==> config.mk <==
export PLATFORM = sky130hd
export DESIGN_NAME = c2p_post
export DESIGN_NICKNAME = d
export VERILOG_FILES = /design/src/design/c2p_pkg.sv /design/src/design/c2p_post.sv
export SDC_FILE = /design/constraint.sdc
export NUM_CORES = 2
export LEC_CHECK = 0
export BUFFER_PORTS_ARGS = -buffer_cell sky130_fd_sc_hd__buf_2
export CAP_MARGIN = 20
export CORE_ASPECT_RATIO = 0.8
export CORE_MARGIN = 2
export CORE_UTILIZATION = 30
export DETAILED_ROUTE_END_ITERATION = 10
export GPL_ROUTABILITY_DRIVEN = 0
export MAX_ROUTING_LAYER = met4
export PLACE_DENSITY = 0.45
export SLEW_MARGIN = 5
export SYNTH_ARGS = -nofsm -noshare
export SYNTH_HDL_FRONTEND = slang
export SYNTH_SLANG_ARGS = --single-unit
==> constraint.sdc <==
create_clock -name clk -period 5.7 [get_ports clk]
set_input_delay 0.285 -clock clk [delete_from_list [all_inputs] [get_ports clk]]
set_output_delay 0.285 -clock clk [all_outputs]
set_load 0.02 [all_outputs]
==> src/design/c2p_pkg.sv <==
// shared types and constants for the cartesian to polar converter
// no dependencies; used by every module of the block

package c2p_pkg;

	// normalized datapath widths
	localparam int NORM_TOP = 39;
	localparam int NORM_W = NORM_TOP + 1;
	localparam int SH_W = 6;
	localparam int CX_W = 44;
	localparam int Z_W = 32;

	// result word field widths
	localparam int MAG_W = 16;
	localparam int ANGLE_W = 17;
	localparam int QUAD_W = 3;

	// magnitude post scaling
	localparam logic [31:0] GAIN_Q32 = 32'h9B74EDA8;
	localparam int SUM_W = 60;
	localparam int MAG_MAX = 65535;

	// angle constants in units of pi/32768
	localparam int HALF_PI_OUT = 16384;
	localparam int PI_OUT = 32768;
	localparam int A_W = 15;

	// quadrant codes
	localparam logic [QUAD_W-1:0] QUAD_ORIGIN = 3'd0;
	localparam logic [QUAD_W-1:0] QUAD_1 = 3'd1;
	localparam logic [QUAD_W-1:0] QUAD_2 = 3'd2;
	localparam logic [QUAD_W-1:0] QUAD_3 = 3'd3;
	localparam logic [QUAD_W-1:0] QUAD_4 = 3'd4;

	// point class, decides how the final result is picked
	typedef enum logic [1:0] {
		KIND_ORIGIN,
		KIND_X_AXIS,
		KIND_Y_AXIS,
		KIND_GENERAL
	} kind_t;

	// side information that travels with each word
	typedef struct packed {
		logic [QUAD_W-1:0] quad;
		logic              x_neg;
		logic              y_neg;
		kind_t             kind;
		logic [SH_W-1:0]   sh;
		logic [MAG_W-1:0]  axis_mag;
	} side_t;

	// arctangent of 2^-idx in units of pi/2^31
	function automatic logic [31:0] atan_step(input int idx);
		case (idx)
			0:  return 32'd536870912;
			1:  return 32'd316933406;
			2:  return 32'd167458907;
			3:  return 32'd85004756;
			4:  return 32'd42667331;
			5:  return 32'd21354465;
			6:  return 32'd10679838;
			7:  return 32'd5340245;
			8:  return 32'd2670163;
			9:  return 32'd1335087;
			10: return 32'd667544;
			11: return 32'd333772;
			12: return 32'd166886;
			13: return 32'd83443;
			14: return 32'd41722;
			15: return 32'd20861;
			16: return 32'd10430;
			17: return 32'd5215;
			18: return 32'd2608;
			19: return 32'd1304;
			20: return 32'd652;
			21: return 32'd326;
			22: return 32'd163;
			23: return 32'd81;
			24: return 32'd41;
			25: return 32'd20;
			26: return 32'd10;
			27: return 32'd5;
			28: return 32'd3;
			29: return 32'd1;
			30: return 32'd1;
			default: return 32'd0;
		endcase
	endfunction

endpackage

==> src/design/c2p_post.sv <==
// back end: angle rounding and unfolding, gain correction, denormalize, result register
// depends on c2p_pkg

module c2p_post (
	input  logic                                 clk,
	input  logic                                 arst_n,
	input  logic                                 en,
	input  logic                                 valid,
	input  logic signed [c2p_pkg::CX_W-1:0]      cx,
	input  logic signed [c2p_pkg::Z_W-1:0]       z,
	input  c2p_pkg::side_t                       side,
	output logic                                 res_valid,
	output logic [c2p_pkg::MAG_W-1:0]            magnitude,
	output logic signed [c2p_pkg::ANGLE_W-1:0]   angle,
	output logic [c2p_pkg::QUAD_W-1:0]           quadrant
);
	import c2p_pkg::*;

	localparam int XF_W = CX_W - 1;
	localparam int ZC_W = 31;
	localparam int PH_W = XF_W - 16 + 32;
	localparam int PL_W = 48;
	localparam logic [ZC_W-1:0] Z_LIM = ZC_W'(1 << 30);

	logic [ZC_W-1:0]          zc;
	logic [ZC_W-1:0]          zr;
	logic [A_W-1:0]           a_d;
	logic [XF_W-1:0]          xf;
	logic [XF_W-17:0]         xf_hi;
	logic [15:0]              xf_lo;

	logic                     valid_s1;
	logic [PH_W-1:0]          prod_hi_s1;
	logic [PL_W-1:0]          prod_lo_s1;
	logic [A_W-1:0]           a_s1;
	side_t                    side_s1;

	logic [SUM_W-1:0]         rnd;
	logic signed [ANGLE_W-1:0] base;
	logic signed [ANGLE_W-1:0] theta;

	logic                     valid_s2;
	logic [SUM_W-1:0]         sum_s2;
	logic signed [ANGLE_W-1:0] theta_s2;
	side_t                    side_s2;

	logic [SUM_W-1:0]         mfull;
	logic [MAG_W-1:0]         mag_d;

	logic                     valid_s3;
	logic [MAG_W-1:0]         mag_s3;
	logic signed [ANGLE_W-1:0] angle_s3;
	logic [QUAD_W-1:0]        quad_s3;

	// clamp angle to a quarter turn, round to output units, gain products
	always_comb begin
		if (z[Z_W-1]) begin
			zc = '0;
		end else if (ZC_W'(z) > Z_LIM || z[Z_W-2]) begin
			zc = Z_LIM;
		end else begin
			zc = ZC_W'(z);
		end
		zr = zc + ZC_W'(1 << 15);
		case (side.kind)
			KIND_GENERAL: a_d = zr[ZC_W-1:16];
			KIND_Y_AXIS:  a_d = A_W'(HALF_PI_OUT);
			default:      a_d = '0;
		endcase
		xf = cx[CX_W-1] ? '0 : cx[XF_W-1:0];
		xf_hi = xf[XF_W-1:16];
		xf_lo = xf[15:0];
	end

	always_ff @(posedge clk or negedge arst_n) begin
		if (!arst_n) begin
			valid_s1 <= 1'b0;
			valid_s2 <= 1'b0;
			valid_s3 <= 1'b0;
		end else if (en) begin
			valid_s1 <= valid;
			valid_s2 <= valid_s1;
			valid_s3 <= valid_s2;
		end
	end

	always_ff @(posedge clk) begin
		if (en) begin
			prod_hi_s1 <= PH_W'(xf_hi) * PH_W'(GAIN_Q32);
			prod_lo_s1 <= PL_W'(xf_lo) * PL_W'(GAIN_Q32);
			a_s1 <= a_d;
			side_s1 <= side;
		end
	end

	// sum the gain products with the rounding bit; unfold the angle
	always_comb begin
		rnd = SUM_W'(1) << (7'd15 + 7'(side_s1.sh));
		base = side_s1.x_neg ? (ANGLE_W'(PI_OUT) - ANGLE_W'(a_s1)) : ANGLE_W'(a_s1);
		theta = side_s1.y_neg ? -base : base;
	end

	always_ff @(posedge clk) begin
		if (en) begin
			sum_s2 <= SUM_W'(prod_hi_s1) + SUM_W'(prod_lo_s1[PL_W-1:16]) + rnd;
			theta_s2 <= theta;
			side_s2 <= side_s1;
		end
	end

	// denormalize, saturate and pick by point class
	always_comb begin
		mfull = sum_s2 >> (7'd16 + 7'(side_s2.sh));
		case (side_s2.kind)
			KIND_GENERAL: mag_d = (mfull[SUM_W-1:MAG_W] != '0) ? '1 : mfull[MAG_W-1:0];
			KIND_X_AXIS,
			KIND_Y_AXIS:  mag_d = side_s2.axis_mag;
			default:      mag_d = '0;
		endcase
	end

	always_ff @(posedge clk) begin
		if (en) begin
			mag_s3 <= mag_d;
			angle_s3 <= theta_s2;
			quad_s3 <= side_s2.quad;
		end
	end

	assign res_valid = valid_s3;
	assign magnitude = mag_s3;
	assign angle = angle_s3;
	assign quadrant = quad_s3;

endmodule

==> results.md <==
- Outcome: complete, but fails checks
- Failing checks: negative setup slack
- Ys flop type: edfxtp_1
- Crit share post-route: 114%
- Later-pin clock latency in the skew report: 590 ps
- Setup TNS: -17890 ps
- Nets: about 5.6k
- Largest net degree at the start of global routing: 148
- Skew final: approximately 23 ps
- Post-layout min period: 6490 ps
- Actual slew at the worst max-slew pin: 1080 ps
- Synth async-reset ratio: 1.16%
- Mapped Area: 37500 sq um
- Final Util: 38.7%
- Clk sink count: around 260
- CTS H-Tree Depth: 1
- Cell mode on critical path: fa_1
- PortBufs: 130
- Synth-to-layout area growth: 27.5%
- Filler cell count in the final layout: 12.5k
- Register area share after synthesis: between 20% and 30%
- Post-DP HPWL: 101000 um
- Core area: about 120000 sq um
- DR vias/cell: 4.60
- Final ANT Viol Nets: 0
- CP Max Fanout: 8
- Slew HR: 28.2%
- DR DRC count: 0
- Crit-path max cell delay: between 500 and 600 ps
- Inst Count DP: roughly 5.9k
- Crit path capture type: flip-flop
- # diodes: 0
- Most frequent cells in the layout: inv_1, buf_4, fa_1
- Layout Cells excl Fill: a little over 6k
- CP startpoint: cx[43]
- Final Max Tran Viols: 0
- Peak Freq: 154 MHz
- Initial Util: 30.4%
- Number of synthesized flops with an enable pin: 255
- Router iterations before antenna repair: 6
- Slowest cell on crit path: fa_1
- Final WL: between 100000 and 150000 um
- Crit path to: prod_hi_s1[52]$_DFFE_PP_
- Most common cell after layout, fill and taps aside: inv_1
- Root buf cell: clkbuf_16
- Initial antenna violation count: 0
- Die Area: approximately 130000 sq um
- Drt wl/cell: 18.9 um
- WP data arrival: about 7000 ps
- Max-Cap Viols: 0
- Area of the multi-input gates: 27800 sq um
- Synth cell types: between 80 and 90
- First-pass GRT wire length: about 180000 um
- WS Path Type: input port to flip-flop
- Setup violations, final: 47
- CTS Buffer Depth: 3
- RSZ-0062 raised after global routing: yes
- Reg clk slew, reported paths: 70 ps
- Total GRT Usage: 18.6%
- Via count: approximately 28k
- Worst Path Required: 6010 ps
- Hold Violations, Final: 0
- Layout cells sized above 1: 26.8%
- Cell count of the worst reg-to-reg path: 16
- CTS tree: done
- Synth warn: 0
- Grt total ovfl: 0
- DRT iter0 DRCs: 1668
- Post-Synthesis Cells: 3639
- Number of buffers created by CTS: 27
- Final worst slack: -794 ps
- CP startpoint kind: input port
- Worst R2R Start: side_s1[19]$_DFFE_PP_
- Reg2reg end: sum_s2[59]$_DFFE_PP_
- Num rows: ~120
- Register area: ~7700 sq um
- R2R setup slack: roughly 640 ps
- Hold WC Path Type: input port to flip-flop
- Vias in the first global route: 28.8k
- Num ports: 146
- Syn avg cell area: 10.3 sq um
- Worst hold slack: 58.6 ps
- Synth Register Bits: about 260
- Die Span Y: 320 um
- Die X: 399 um
## worst min path at each step
| stage | startpoint | endpoint | slack [ps] | depth (start not counted) |
|---|---|---|---|---|
| detailed placement | arst_n | valid_s2$_DFFE_PN0P_ | 90 | 1 |
| global route | z[26] | a_s1[10]$_DFFE_PP_ | 40 | 3 |
| floorplan | arst_n | res_valid$_DFFE_PN0P_ | -10 | 0 |
| CTS | z[28] | a_s1[12]$_DFFE_PP_ | 20 | 3 |
| finish | z[26] | a_s1[10]$_DFFE_PP_ | 60 | 3 |
| global placement | arst_n | res_valid$_DFFE_PN0P_ | 80 | 1 |
## state kept, by name, indices dropped and copies added, names as in the netlist
name        flops
res_valid       1
prod_lo_s1     31
sum_s2         44
quadrant        3
side_s1        29
magnitude      16
a_s1           15
valid_s1        1
angle          17
prod_hi_s1     56
theta_s2       17
valid_s2        1
side_s2        27
## area by class of cell
type | instances | area share (%)
clock inverter | 21 | 0.500
inverter | 817 | 6.47
timing repair buffer | 822 | 13.0
multi-input combinational | 2497 | 58.2
clock buffer | 28 | 1.42
tap | 1638 | 4.29
sequential | 258 | 16.2
## critical path: cells and delay by family
kind	cells	cell delay, ps
compound gates	5	1020
buf+inv	9	850
fa+ha+maj	8	3750
mux	1	190
simple gates	5	710
## through the flow
step	area [sq um]	setup WS, ps
4_1_cts	47000	-760
2_1_floorplan	38000	-1120
6_report	47800	-794
3_5_place_dp	44800	-1690
5_1_grt	47800	-993
3_3_place_gp	44800	-1540
## synthesized netlist by cell type, drive strengths merged (38+ instances only)
cell type / instances / area [sq um]
a21o: 74 / 556
a21oi: 169 / 846
clkbuf: 61 / 229
edfxtp: 255 / 7660
fa: 544 / 10900
ha: 490 / 6130
inv: 816 / 3060
mux2i: 38 / 380
nand2: 171 / 642
nand2b: 49 / 307
nand3: 47 / 240
nor2: 194 / 731
nor2b: 52 / 325
o21ai: 104 / 521
xnor2: 93 / 815
xor2: 65 / 569
## kinds of logic (layout without fill, tap and decap cells)
logic type	Yosys count	in the layout	synth area share [%]
muxes	92	92	3.48
buffers and inverters	897	1688	9.08
DFF	258	258	20.6
adders and majority gates	1034	1034	45.4
AOI/OAI and AO/OA	530	530	9.02
other	1	14	0.0100
and+or+nand+nor	669	669	8.66
xor gates and xnor gates	158	158	3.69
## routing by layer
metal  vias up  global-route usage (%)  share of wire [%]  routed length, um
met5         -                       -                  0                  0
li1      13500                       -                  -                  -
met1     13800                    28.5                 52              60000
met4         0                    2.06                1.1               1260
met3        69                    2.70                5.2               5970
met2       556                    26.4                 42              47900
## repair_timing
| item | in CTS | in global routing |
|---|---|---|
| endpoints found under the setup margin | 58 | 59 |
| hold endpoints to repair | 33 | 0 |
| gates cloned | 1 | 0 |
| resized for setup | 173 | 138 |
| pin swaps | 68 | 59 |
| buffers inserted | 28 | 28 |
| hold buffers | 32 | 0 |
Power is left out: the tool's default activity adds up to more than one toggle a clock period on the data nets, which glitch-free logic cannot reach.
