### src/design/c2p_pkg.sv
// shared types and constants for the cartesian to polar converter
// no dependencies; used by every module of the block

package c2p_pkg;

	// normalized datapath widths
	localparam int NORM_TOP = 39;
	localparam int NORM_W = NORM_TOP + 1;
	localparam int SH_W = 6;
	localparam int CX_W = 44;
	localparam int Z_W = 32;

	// result word field widths
	localparam int MAG_W = 16;
	localparam int ANGLE_W = 17;
	localparam int QUAD_W = 3;

	// magnitude post scaling
	localparam logic [31:0] GAIN_Q32 = 32'h9B74EDA8;
	localparam int SUM_W = 60;
	localparam int MAG_MAX = 65535;

	// angle constants in units of pi/32768
	localparam int HALF_PI_OUT = 16384;
	localparam int PI_OUT = 32768;
	localparam int A_W = 15;

	// quadrant codes
	localparam logic [QUAD_W-1:0] QUAD_ORIGIN = 3'd0;
	localparam logic [QUAD_W-1:0] QUAD_1 = 3'd1;
	localparam logic [QUAD_W-1:0] QUAD_2 = 3'd2;
	localparam logic [QUAD_W-1:0] QUAD_3 = 3'd3;
	localparam logic [QUAD_W-1:0] QUAD_4 = 3'd4;

	// point class, decides how the final result is picked
	typedef enum logic [1:0] {
		KIND_ORIGIN,
		KIND_X_AXIS,
		KIND_Y_AXIS,
		KIND_GENERAL
	} kind_t;

	// side information that travels with each word
	typedef struct packed {
		logic [QUAD_W-1:0] quad;
		logic              x_neg;
		logic              y_neg;
		kind_t             kind;
		logic [SH_W-1:0]   sh;
		logic [MAG_W-1:0]  axis_mag;
	} side_t;

	// arctangent of 2^-idx in units of pi/2^31
	function automatic logic [31:0] atan_step(input int idx);
		case (idx)
			0:  return 32'd536870912;
			1:  return 32'd316933406;
			2:  return 32'd167458907;
			3:  return 32'd85004756;
			4:  return 32'd42667331;
			5:  return 32'd21354465;
			6:  return 32'd10679838;
			7:  return 32'd5340245;
			8:  return 32'd2670163;
			9:  return 32'd1335087;
			10: return 32'd667544;
			11: return 32'd333772;
			12: return 32'd166886;
			13: return 32'd83443;
			14: return 32'd41722;
			15: return 32'd20861;
			16: return 32'd10430;
			17: return 32'd5215;
			18: return 32'd2608;
			19: return 32'd1304;
			20: return 32'd652;
			21: return 32'd326;
			22: return 32'd163;
			23: return 32'd81;
			24: return 32'd41;
			25: return 32'd20;
			26: return 32'd10;
			27: return 32'd5;
			28: return 32'd3;
			29: return 32'd1;
			30: return 32'd1;
			default: return 32'd0;
		endcase
	endfunction

endpackage

### src/design/c2p_norm.sv
// front end: fold to first quadrant, classify, normalize by binary shift search
// depends on c2p_pkg

module c2p_norm #(
	parameter int COORD_WIDTH = 16
) (
	input  logic                                clk,
	input  logic                                arst_n,
	input  logic                                en,
	input  logic                                valid,
	input  logic signed [COORD_WIDTH-1:0]       x_coord,
	input  logic signed [COORD_WIDTH-1:0]       y_coord,
	output logic                                norm_valid,
	output logic [c2p_pkg::NORM_W-1:0]          cx,
	output logic [c2p_pkg::NORM_W-1:0]          cy,
	output c2p_pkg::side_t                      side
);
	import c2p_pkg::*;

	localparam logic [COORD_WIDTH:0] MAG_LIM = (COORD_WIDTH + 1)'(MAG_MAX);

	logic [COORD_WIDTH-1:0] ax;
	logic [COORD_WIDTH-1:0] ay;
	logic [COORD_WIDTH-1:0] mx;
	logic [COORD_WIDTH-1:0] axis_src;
	logic                   x_pos;
	logic                   y_pos;
	side_t                  side_d;

	logic                   valid_s1;
	logic [COORD_WIDTH-1:0] ax_s1;
	logic [COORD_WIDTH-1:0] ay_s1;
	logic [COORD_WIDTH-1:0] mx_s1;
	side_t                  side_s1;

	logic [NORM_W-1:0]      m_a;
	logic [NORM_W-1:0]      a_a;
	logic [NORM_W-1:0]      b_a;
	logic [SH_W-1:0]        sh_a;
	side_t                  side_a;

	logic                   valid_s2;
	logic [NORM_W-1:0]      m_s2;
	logic [NORM_W-1:0]      a_s2;
	logic [NORM_W-1:0]      b_s2;
	side_t                  side_s2;

	logic [NORM_W-1:0]      m_b;
	logic [NORM_W-1:0]      a_b;
	logic [NORM_W-1:0]      b_b;
	logic [SH_W-1:0]        sh_b;
	side_t                  side_b;

	logic                   valid_s3;
	logic [NORM_W-1:0]      a_s3;
	logic [NORM_W-1:0]      b_s3;
	side_t                  side_s3;

	// absolute values, quadrant code and point class
	always_comb begin
		ax = x_coord[COORD_WIDTH-1] ? COORD_WIDTH'(-x_coord) : COORD_WIDTH'(x_coord);
		ay = y_coord[COORD_WIDTH-1] ? COORD_WIDTH'(-y_coord) : COORD_WIDTH'(y_coord);
		mx = (ax > ay) ? ax : ay;
		x_pos = !x_coord[COORD_WIDTH-1] && (x_coord != '0);
		y_pos = !y_coord[COORD_WIDTH-1] && (y_coord != '0);

		side_d = '0;
		side_d.x_neg = x_coord[COORD_WIDTH-1];
		side_d.y_neg = y_coord[COORD_WIDTH-1];
		if (x_pos) begin
			side_d.quad = side_d.y_neg ? QUAD_4 : QUAD_1;
		end else if (side_d.x_neg) begin
			side_d.quad = y_pos ? QUAD_2 : QUAD_3;
		end else begin
			side_d.quad = y_pos ? QUAD_2 : (side_d.y_neg ? QUAD_4 : QUAD_ORIGIN);
		end

		if (ax == '0 && ay == '0) begin
			side_d.kind = KIND_ORIGIN;
		end else if (ay == '0) begin
			side_d.kind = KIND_X_AXIS;
		end else if (ax == '0) begin
			side_d.kind = KIND_Y_AXIS;
		end else begin
			side_d.kind = KIND_GENERAL;
		end

		// on an axis the magnitude is the nonzero coordinate, saturated
		axis_src = (ay == '0) ? ax : ay;
		side_d.axis_mag = ({1'b0, axis_src} > MAG_LIM) ? '1 : MAG_W'(axis_src);
	end

	// valid bits for all front end stages, and the stage 1 registers
	always_ff @(posedge clk or negedge arst_n) begin
		if (!arst_n) begin
			valid_s1 <= 1'b0;
			valid_s2 <= 1'b0;
			valid_s3 <= 1'b0;
		end else if (en) begin
			valid_s1 <= valid;
			valid_s2 <= valid_s1;
			valid_s3 <= valid_s2;
		end
	end

	always_ff @(posedge clk) begin
		if (en) begin
			ax_s1 <= ax;
			ay_s1 <= ay;
			mx_s1 <= mx;
			side_s1 <= side_d;
		end
	end

	// coarse shift search: steps of 32, 16 and 8
	always_comb begin
		int amt;
		m_a = NORM_W'(mx_s1);
		a_a = NORM_W'(ax_s1);
		b_a = NORM_W'(ay_s1);
		sh_a = '0;
		for (int k = 0; k < 3; k++) begin
			amt = 32 >> k;
			if ((m_a >> (NORM_W - amt)) == '0) begin
				m_a = m_a << amt;
				a_a = a_a << amt;
				b_a = b_a << amt;
				sh_a = sh_a + SH_W'(amt);
			end
		end
		side_a = side_s1;
		side_a.sh = sh_a;
	end

	always_ff @(posedge clk) begin
		if (en) begin
			m_s2 <= m_a;
			a_s2 <= a_a;
			b_s2 <= b_a;
			side_s2 <= side_a;
		end
	end

	// fine shift search: steps of 4, 2 and 1
	always_comb begin
		int amt;
		m_b = m_s2;
		a_b = a_s2;
		b_b = b_s2;
		sh_b = side_s2.sh;
		for (int k = 0; k < 3; k++) begin
			amt = 4 >> k;
			if ((m_b >> (NORM_W - amt)) == '0) begin
				m_b = m_b << amt;
				a_b = a_b << amt;
				b_b = b_b << amt;
				sh_b = sh_b + SH_W'(amt);
			end
		end
		side_b = side_s2;
		side_b.sh = sh_b;
	end

	always_ff @(posedge clk) begin
		if (en) begin
			a_s3 <= a_b;
			b_s3 <= b_b;
			side_s3 <= side_b;
		end
	end

	assign norm_valid = valid_s3;
	assign cx = a_s3;
	assign cy = b_s3;
	assign side = side_s3;

endmodule

### config.mk
export PLATFORM = sky130hd
export DESIGN_NAME = c2p_norm
export DESIGN_NICKNAME = d
export VERILOG_FILES = /design/src/design/c2p_pkg.sv /design/src/design/c2p_norm.sv
export SDC_FILE = /design/constraint.sdc
export NUM_CORES = 1
export LEC_CHECK = 0
export ABC_CLOCK_PERIOD_IN_PS = 6700
export BUFFER_PORTS_ARGS = -buffer_cell sky130_fd_sc_hd__clkbuf_2
export CORE_ASPECT_RATIO = 0.5
export CORE_UTILIZATION = 50
export DETAILED_ROUTE_END_ITERATION = 7
export HOLD_SLACK_MARGIN = 0.03
export PLACE_DENSITY = 0.71
export SLEW_MARGIN = 20
export SYNTH_ARGS = -nofsm -noshare
export SYNTH_HDL_FRONTEND = slang
export SYNTH_SLANG_ARGS = --single-unit
### constraint.sdc
create_clock -name clk -period 6.7 [get_ports clk]
set_input_delay 0.67 -clock clk [delete_from_list [all_inputs] [get_ports clk]]
set_output_delay 0.67 -clock clk [all_outputs]
set_load 0.03 [all_outputs]
==> results of run 1 <==
layout by cell type, fill, tap and decap left out, drive strengths merged, types with 3 or more instances in the layout:
master	instances
a211oi	5
a21o	16
a21oi	12
a22o	18
a2bb2oi	3
and2	19
and3	4
buf	9
bufinv	3
clkbuf	178
clkinv	10
conb	48
dfrtp	3
edfxtp	293
ha	18
inv	45
mux2	71
mux2i	148
nand2	34
nand2b	3
nand3	9
nand4	6
nor2	19
nor2b	4
nor3	7
nor4	9
o21a	3
o21ai	33
o31ai	8
o41ai	8
or2	3
or3	7
or4	5
xnor2	5
xor2	20
worst max-delay path by stage:
stage                     from                   to  depth (start not counted)
global route        x_coord[0]  mx_s1[10]$_DFFE_PP_                         14
CTS                 x_coord[0]  mx_s1[10]$_DFFE_PP_                         14
floorplan           y_coord[3]   mx_s1[7]$_DFFE_PP_                         15
finish              x_coord[0]  mx_s1[10]$_DFFE_PP_                         14
detailed placement  x_coord[0]  mx_s1[10]$_DFFE_PP_                         14
global placement    x_coord[0]   mx_s1[7]$_DFFE_PP_                         14
final cells by class:
type / instances / area share (%)
multi-input combinational: 568 / 29.1
clock inverter: 13 / 0.940
timing repair buffer: 154 / 5.32
sequential: 296 / 56.0
inverter: 46 / 1.11
clock buffer: 34 / 4.75
tap: 352 / 2.78
registers in the layout (all words and copies together), names as in the netlist:
register	count
norm_valid	1
ax_s1	16
ay_s1	16
side_s2	3
side	29
side_b	23
cx	40
valid_s2	1
side_a	23
valid_s1	1
m_s2	7
a_s2	40
b_s2	40
mx_s1	16
cy	40
report_power, final:
part	switching, W	internal, W
combinational	0.000500	0.000290
sequential	0.0000725	0.00228
clock	0.000673	0.000909
total	0.00125	0.00348
per-layer routing:
| layer | share of wire (%) | GRT usage [%] | up-vias |
|---|---|---|---|
| li1 | - | - | 3822 |
| met1 | 47 | 27.8 | 3716 |
| met2 | 45 | 28.6 | 197 |
| met3 | 5.4 | 3.64 | 42 |
| met4 | 2.2 | 4.38 | 0 |
| met5 | 0 | 0 | - |
kinds of logic (layout without fill, tap and decap cells):
group           after synthesis  count (layout)  share of synthesized area, %
compound gates              120             120                          6.66
xor+xnor                     25              25                          1.65
fa+ha+maj                    18              18                          1.64
buf+inv                      92             247                          3.03
flops                       296             296                          64.7
mux                         219             219                          16.6
other cells                   1              48                        0.0274
simple gates                138             138                          5.60
worst register-to-register path: cells and delay by family (launching register included):
kind	cells	cell delay, ps
simple gates	2	970
compound gates	2	950
mux	2	750
flops	1	480
buf+inv	2	470
synthesized netlist by cell type (5+ instances only):
library cell    n
ha_1           18
inv_1          44
xnor2_1         5
buf_2          13
a211oi_1        5
o21ai_2         9
nor4_1          8
nand2_1        34
o31ai_1         8
xor2_1         19
o41ai_1         5
nor2_1         19
nand4_1         5
or3_1           6
nor3_1          7
nand3_1         9
mux2i_1       148
a22o_1         18
and2_1         19
edfxtp_1      293
a21o_1         16
mux2_2         69
clkbuf_1       22
a21oi_1        12
o21ai_0        23
through the flow:
step,setup slack (ps),hold WS (ps)
2_1_floorplan,2310,374
3_5_place_dp,1930,405
4_1_cts,2510,329
6_report,2470,350
3_3_place_gp,2100,403
5_1_grt,2080,347
repair_timing:
action                                 CTS  global route
hold buffers                             1             0
setup endpoints to repair                0             0
setup buffers                            0             0
endpoints found under the hold margin    3             0
==> impl_metrics.py, run 1 <==
metrics = {
    "hold_path": {
        "worstHoldStart": "valid",
        "whs_path_depth": 2,
        "holdCritPathClass": "in -> reg",
        "min_to": "valid_s1$_DFFE_PN0P_",
    },
    "power": {
        "power_w": 0.00472,
        "p_per_area_nw_per_um2": 298,
        "ir_worst_vdd_mv": 0.185,
        "p_leak_nw": 6.09,
    },
    "worst_setup_path": {
        "cp.required_ps": 6960,
        "reg2reg_to": "cx[37]$_DFFE_PP_",
        "cp-start-kind": "primary input",
        "cp_max_fo": 16,
        "cp.buffers_inverters": 3,
        "r2r-start": "m_s2[39]$_DFFE_PP_",
        "slowest_delay_ps": 720,
        "crit_slowest_cell": "a21o_1",
        "arrival_ps": 4490,
        "ff2ff_path_depth": 8,
        "path_class": "in -> reg",
        "crit_family": "compound AO/OA/AOI/OAI gates",
        "r2r_slack_ps": 2830,
        "crit_chain": "clkbuf_2 -> inv_1 -> ha_1 -> nor2b_1 -> nand3_1 -> o41ai_1 -> xor2_1 -> inv_1 -> ha_1 -> a21o_1 -> a221o_1 -> a221oi_1 -> a21o_1 -> mux2i_1",
        "worstSetupEndpointType": "flop",
    },
    "global_routing": {
        "grt_use_total_pct": 18.8,
        "antenna_found_initial": 0,
        "grt_pass1_wl_um": 41500,
        "grt_pass1_vias": 7564,
        "gr-total-overflow": 0,
        "grt_max_degree": 154,
    },
    "final_layout": {
        "syn2layout_area_growth_pct": 15.6,
        "num-fill-cells": 2086,
        "seqCellArea_um2": 8870,
        "nets": 1147,
        "final_core_util_pct": 59.3,
        "final_cells": 1463,
        "final_design_area_no_fill_um2": 15800,
        "drive_gt1_share_pct": 26.5,
        "multiInputGateArea_um2": 4610,
        "n_antenna_cell": 0,
    },
    "yosys": {
        "synth-edff-count": 293,
        "synth_area_per_cell_um2": 15.1,
        "synth.distinct_cells": 67,
        "yosys-top-cells-area": "edfxtp_1, mux2i_1, mux2_2",
        "ys.flop_type": "edfxtp_1",
        "synth-async-reset-ratio_pct": 1.01,
        "yosys.area.top_type": "edfxtp_1",
        "yosys.area.top_type_share_pct": 64.2,
        "ys_warn_count": 0,
        "synth_area_um2": 13700,
        "syn_inst": 909,
        "synth.yosys.seq_area_share_pct": 64.7,
        "synth-seq-cells": 296,
    },
    "floorplan": {
        "core_um2": 26700,
        "dieHeight_um": 119,
        "io-pin-count": 146,
        "dieArea_um2": 28100,
        "die_w_um": 236,
        "num_rows": 42,
        "start_util_pct": 51.3,
    },
    "timing": {
        "rsz0062_at_grt": "false",
        "setup_viol": 0,
        "finalCritPeriodShare_pct": 63.1,
        "period_minus_slack_ps": 4230,
        "fin_tns_setup_ps": 0,
        "finalHoldViolCount": 0,
        "slew_headroom_pct": 38.7,
        "drv_slew": 0,
        "tightest_slew_ps": 917,
        "finClkSkew_ps": 19.9,
        "fmax_mhz": 236,
    },
    "clocking": {
        "cts_sinks": 296,
        "cts.clk_slew.worst_paths_ps": 70,
        "cts_tree": "yes",
        "cts_resized": 0,
        "cts-root-buf": "clkbuf_16",
        "numCtsBuffers": 27,
        "clock_latency_ps": 550,
        "h-tree-depth": 1,
        "clk_path_buf_depth": 3,
    },
    "run_status": {
        "status": "finished clean",
    },
    "placed_design": {
        "placed_cells": 1414,
        "postPlaceCellArea_um2": 14900,
        "gp_congestion": 0.896,
        "portBuffers": 145,
        "dp_hpwl_um": 18200,
    },
    "route": {
        "vias": 7777,
        "viasPerCell": 5.32,
        "wl_per_cell_um": 17.9,
        "route.detailed.drc": 0,
        "drtIter0Drc": 675,
        "ant_nets": 0,
        "firstDrtPassIters": 5,
        "wl_um": 26300,
    },
    "flow_run": {
        "maxCapViolations": 0,
    },
}
Note: power is estimated with default switching activity, not from simulation.
==> run 2: changes to the inputs <==
ABC_AREA = 1   (was default)
ABC_CLOCK_PERIOD_IN_PS = 4100   (was 6700)
PLACE_DENSITY = 0.7   (was 0.71)
clock period = 4.1 ns   (was 6.7 ns; I/O delays follow)
==> run 2 against run 1 <==
Effect of this change: clock skew decreased by 9.9 ps; combinational power increased by 56%; global-route usage increased by 2.2 points; critical path depth decreased by 5; clock-buffer cell count decreased by 2; first-iteration DRC count increased by 7.6%; sequential power increased by 62%; wire length increased by 12%; power increased by 62%; critical endpoint is now cx[9]$_DFFE_PP_; highest routed layer unchanged.
==> impl_metrics.py, run 2 <==
metrics = {
    "run_status": {
        "status": "finished clean",
    },
    "timing": {
        "period_minus_slack_ps": 3150,
        "finClkSkew_ps": 10.0,
        "setup_viol": 0,
        "worst_slack_ps": 945,
        "fmax_mhz": 317,
        "tightest_slew_ps": 802,
        "drv_slew": 0,
        "slew_headroom_pct": 45.9,
        "fin_tns_setup_ps": 0,
        "finalHoldViolCount": 0,
        "finalCritPeriodShare_pct": 76.9,
        "rsz0062_at_grt": "false",
    },
    "worst_setup_path": {
        "arrival_ps": 3380,
        "cp.required_ps": 4330,
        "worstSetupEndpointType": "flop",
        "path_class": "reg -> reg",
        "cp-start-kind": "flop",
        "cp_max_fo": 40,
        "ff2ff_path_depth": 9,
        "reg2reg_to": "cx[9]$_DFFE_PP_",
        "r2r_slack_ps": 950,
        "r2r-start": "m_s2[37]$_DFFE_PP_",
    },
    "clocking": {
        "cts.clk_slew.worst_paths_ps": 70,
        "post-cts-setup-buffers": 0,
        "cts_tree": "yes",
        "h-tree-depth": 1,
        "cts-root-buf": "clkbuf_16",
        "numCtsBuffers": 26,
        "clock_latency_ps": 540,
        "clk_path_buf_depth": 3,
        "cts_sinks": 296,
    },
    "yosys": {
        "yosys-top-cells-count": "edfxtp_1, nand2_1, o21ai_0, inv_1, mux2i_1",
        "yosysMostFrequentCell": "edfxtp_1",
        "yosys.area.top_type": "edfxtp_1",
        "synth-edff-count": 293,
        "ys_warn_count": 0,
        "synth-async-reset-ratio_pct": 1.01,
        "synth_area_per_cell_um2": 11.0,
        "synth.distinct_cells": 49,
        "synth-seq-cells": 296,
        "syn_inst": 1277,
        "yosys.area.top_type_share_pct": 62.6,
        "ys.flop_type": "edfxtp_1",
        "synth.yosys.seq_area_share_pct": 63.1,
        "yosys-top-cells-area": "edfxtp_1, nand2_1, o21ai_0",
        "synth_area_um2": 14100,
    },
    "floorplan": {
        "core_um2": 27000,
        "die_w_um": 239,
        "dieHeight_um": 121,
        "start_util_pct": 52.0,
        "num_rows": 42,
        "dieArea_um2": 28800,
        "io-pin-count": 146,
    },
    "final_layout": {
        "final_core_util_pct": 60.2,
        "mostFrequentLayoutCells": "edfxtp_1, nand2_1, o21ai_0",
        "drive_gt1_share_pct": 21.5,
        "nets": 1516,
        "mostFrequentLayoutCell": "edfxtp_1",
        "syn2layout_area_growth_pct": 15.6,
        "final_cells": 1855,
        "num-fill-cells": 2281,
    },
    "global_routing": {
        "grt_use_total_pct": 20.9,
        "grt_pass1_wl_um": 47200,
        "grt_pass1_vias": 9118,
        "gr-total-overflow": 0,
        "grt_max_degree": 121,
        "antenna_found_initial": 1,
    },
    "flow_run": {
        "maxCapViolations": 0,
    },
    "route": {
        "wl_um": 29400,
        "wl_per_cell_um": 15.9,
        "ant_nets": 0,
        "viasPerCell": 5.09,
        "vias": 9438,
        "drtIter0Drc": 726,
        "route.detailed.drc": 0,
        "firstDrtPassIters": 6,
    },
    "placed_design": {
        "dp_hpwl_um": 20500,
        "portBuffers": 145,
        "placed_cells": 1807,
        "gp_congestion": 0.852,
        "place_ws_ps": 685,
    },
    "power": {
        "p_leak_nw": 6.96,
        "p_per_area_nw_per_um2": 471,
        "ir_worst_vdd_mv": 0.279,
    },
    "hold_path": {
        "whs_path_depth": 3,
        "worstHoldStart": "valid",
        "holdCritPathClass": "in -> reg",
        "min_to": "valid_s1$_DFFE_PN0P_",
    },
}
## run 2: cell types whose count changed after synthesis, sizes merged, moves of 56 or more
cell   delta
mux2     -70
o21ai   +157
nand2   +264
nand3    +56
mux2i    -88
inv      +76
## run 2: cells by family after synthesis
| group | synth area share [%] |
|---|---|
| AO/OA/AOI/OAI | 7.71 |
| XOR/XNOR | 0.490 |
| adder cells (fa/ha/maj) | 1.60 |
| buffers and inverters | 5.47 |
| flip-flops | 63.1 |
| multiplexers | 4.35 |
| other | 0.0267 |
| AND/OR/NAND/NOR | 17.2 |
## run 2: metal layers
| metal | global-route usage (%) | vias up | wire, µm | share of wire, % |
|---|---|---|---|---|
| li1 | - | 4723 | - | - |
| met1 | 29.3 | 4425 | 13600 | 46 |
| met2 | 33.6 | 250 | 13500 | 46 |
| met3 | 4.29 | 40 | 1740 | 5.9 |
| met4 | 5.17 | 0 | 587 | 2.0 |
| met5 | 0 | - | 0 | 0 |
## run 2: how the worst max path moves through the flow
stage	start	endpoint	slack, ps	depth (start not counted)
after detailed placement	x_coord[0]	mx_s1[9]$_DFFE_PP_	690	23
after floorplan	x_coord[0]	mx_s1[4]$_DFFE_PP_	1140	22
after global routing	m_s2[37]$_DFFE_PP_	cx[9]$_DFFE_PP_	610	9
after CTS	m_s2[37]$_DFFE_PP_	cx[9]$_DFFE_PP_	980	9
after global placement	x_coord[0]	mx_s1[9]$_DFFE_PP_	840	23
final	m_s2[37]$_DFFE_PP_	cx[9]$_DFFE_PP_	950	9
## run 2: where the power goes
group / total, W / switching (W) / internal (W)
combinational: 0.00123 / 0.000860 / 0.000370
sequential: 0.00380 / 0.000105 / 0.00370
clock: 0.00263 / 0.00108 / 0.00155
total: 0.00766 / 0.00204 / 0.00562
## run 2: what timing repair did
action,CTS,global route
endpoints found under the hold margin,3,0
gates resized for setup,0,0
hold buffers,1,0
## run 2: cell type report
| cell class | count | area (µm²) | share of cell area [%] |
|---|---|---|---|
| Multi-Input combinational cell | 850 | 4600 | 28.3 |
| Sequential cell | 296 | 8870 | 54.6 |
| Antenna cell | 1 | 2.50 | 0.0154 |
| Timing Repair Buffer | 165 | 926 | 5.70 |
| Clock inverter | 14 | 199 | 1.22 |
| Inverter | 123 | 469 | 2.89 |
| Tap cell | 374 | 468 | 2.88 |
| Clock buffer | 32 | 714 | 4.40 |
## run 2: per-stage QoR
stage | total power [W] | hold WS [ps] | cell area [µm²]
floorplan | 0.00468 | 114 | 14200
global route | 0.00801 | 73.9 | 16300
detailed placement | 0.00510 | 208 | 15300
CTS | 0.00773 | 60.6 | 16300
finish | 0.00766 | 80.7 | 16300
global placement | 0.00508 | 204 | 15300
## run 2: critical path, cell delays in order, from the launching register on
cell	delay (ps)
edfxtp_1	400
nor2_1	120
nand3_2	350
o21ai_2	500
nor2_4	230
inv_2	410
buf_4	420
nand2_1	120
nand3_1	100
o21ai_0	150
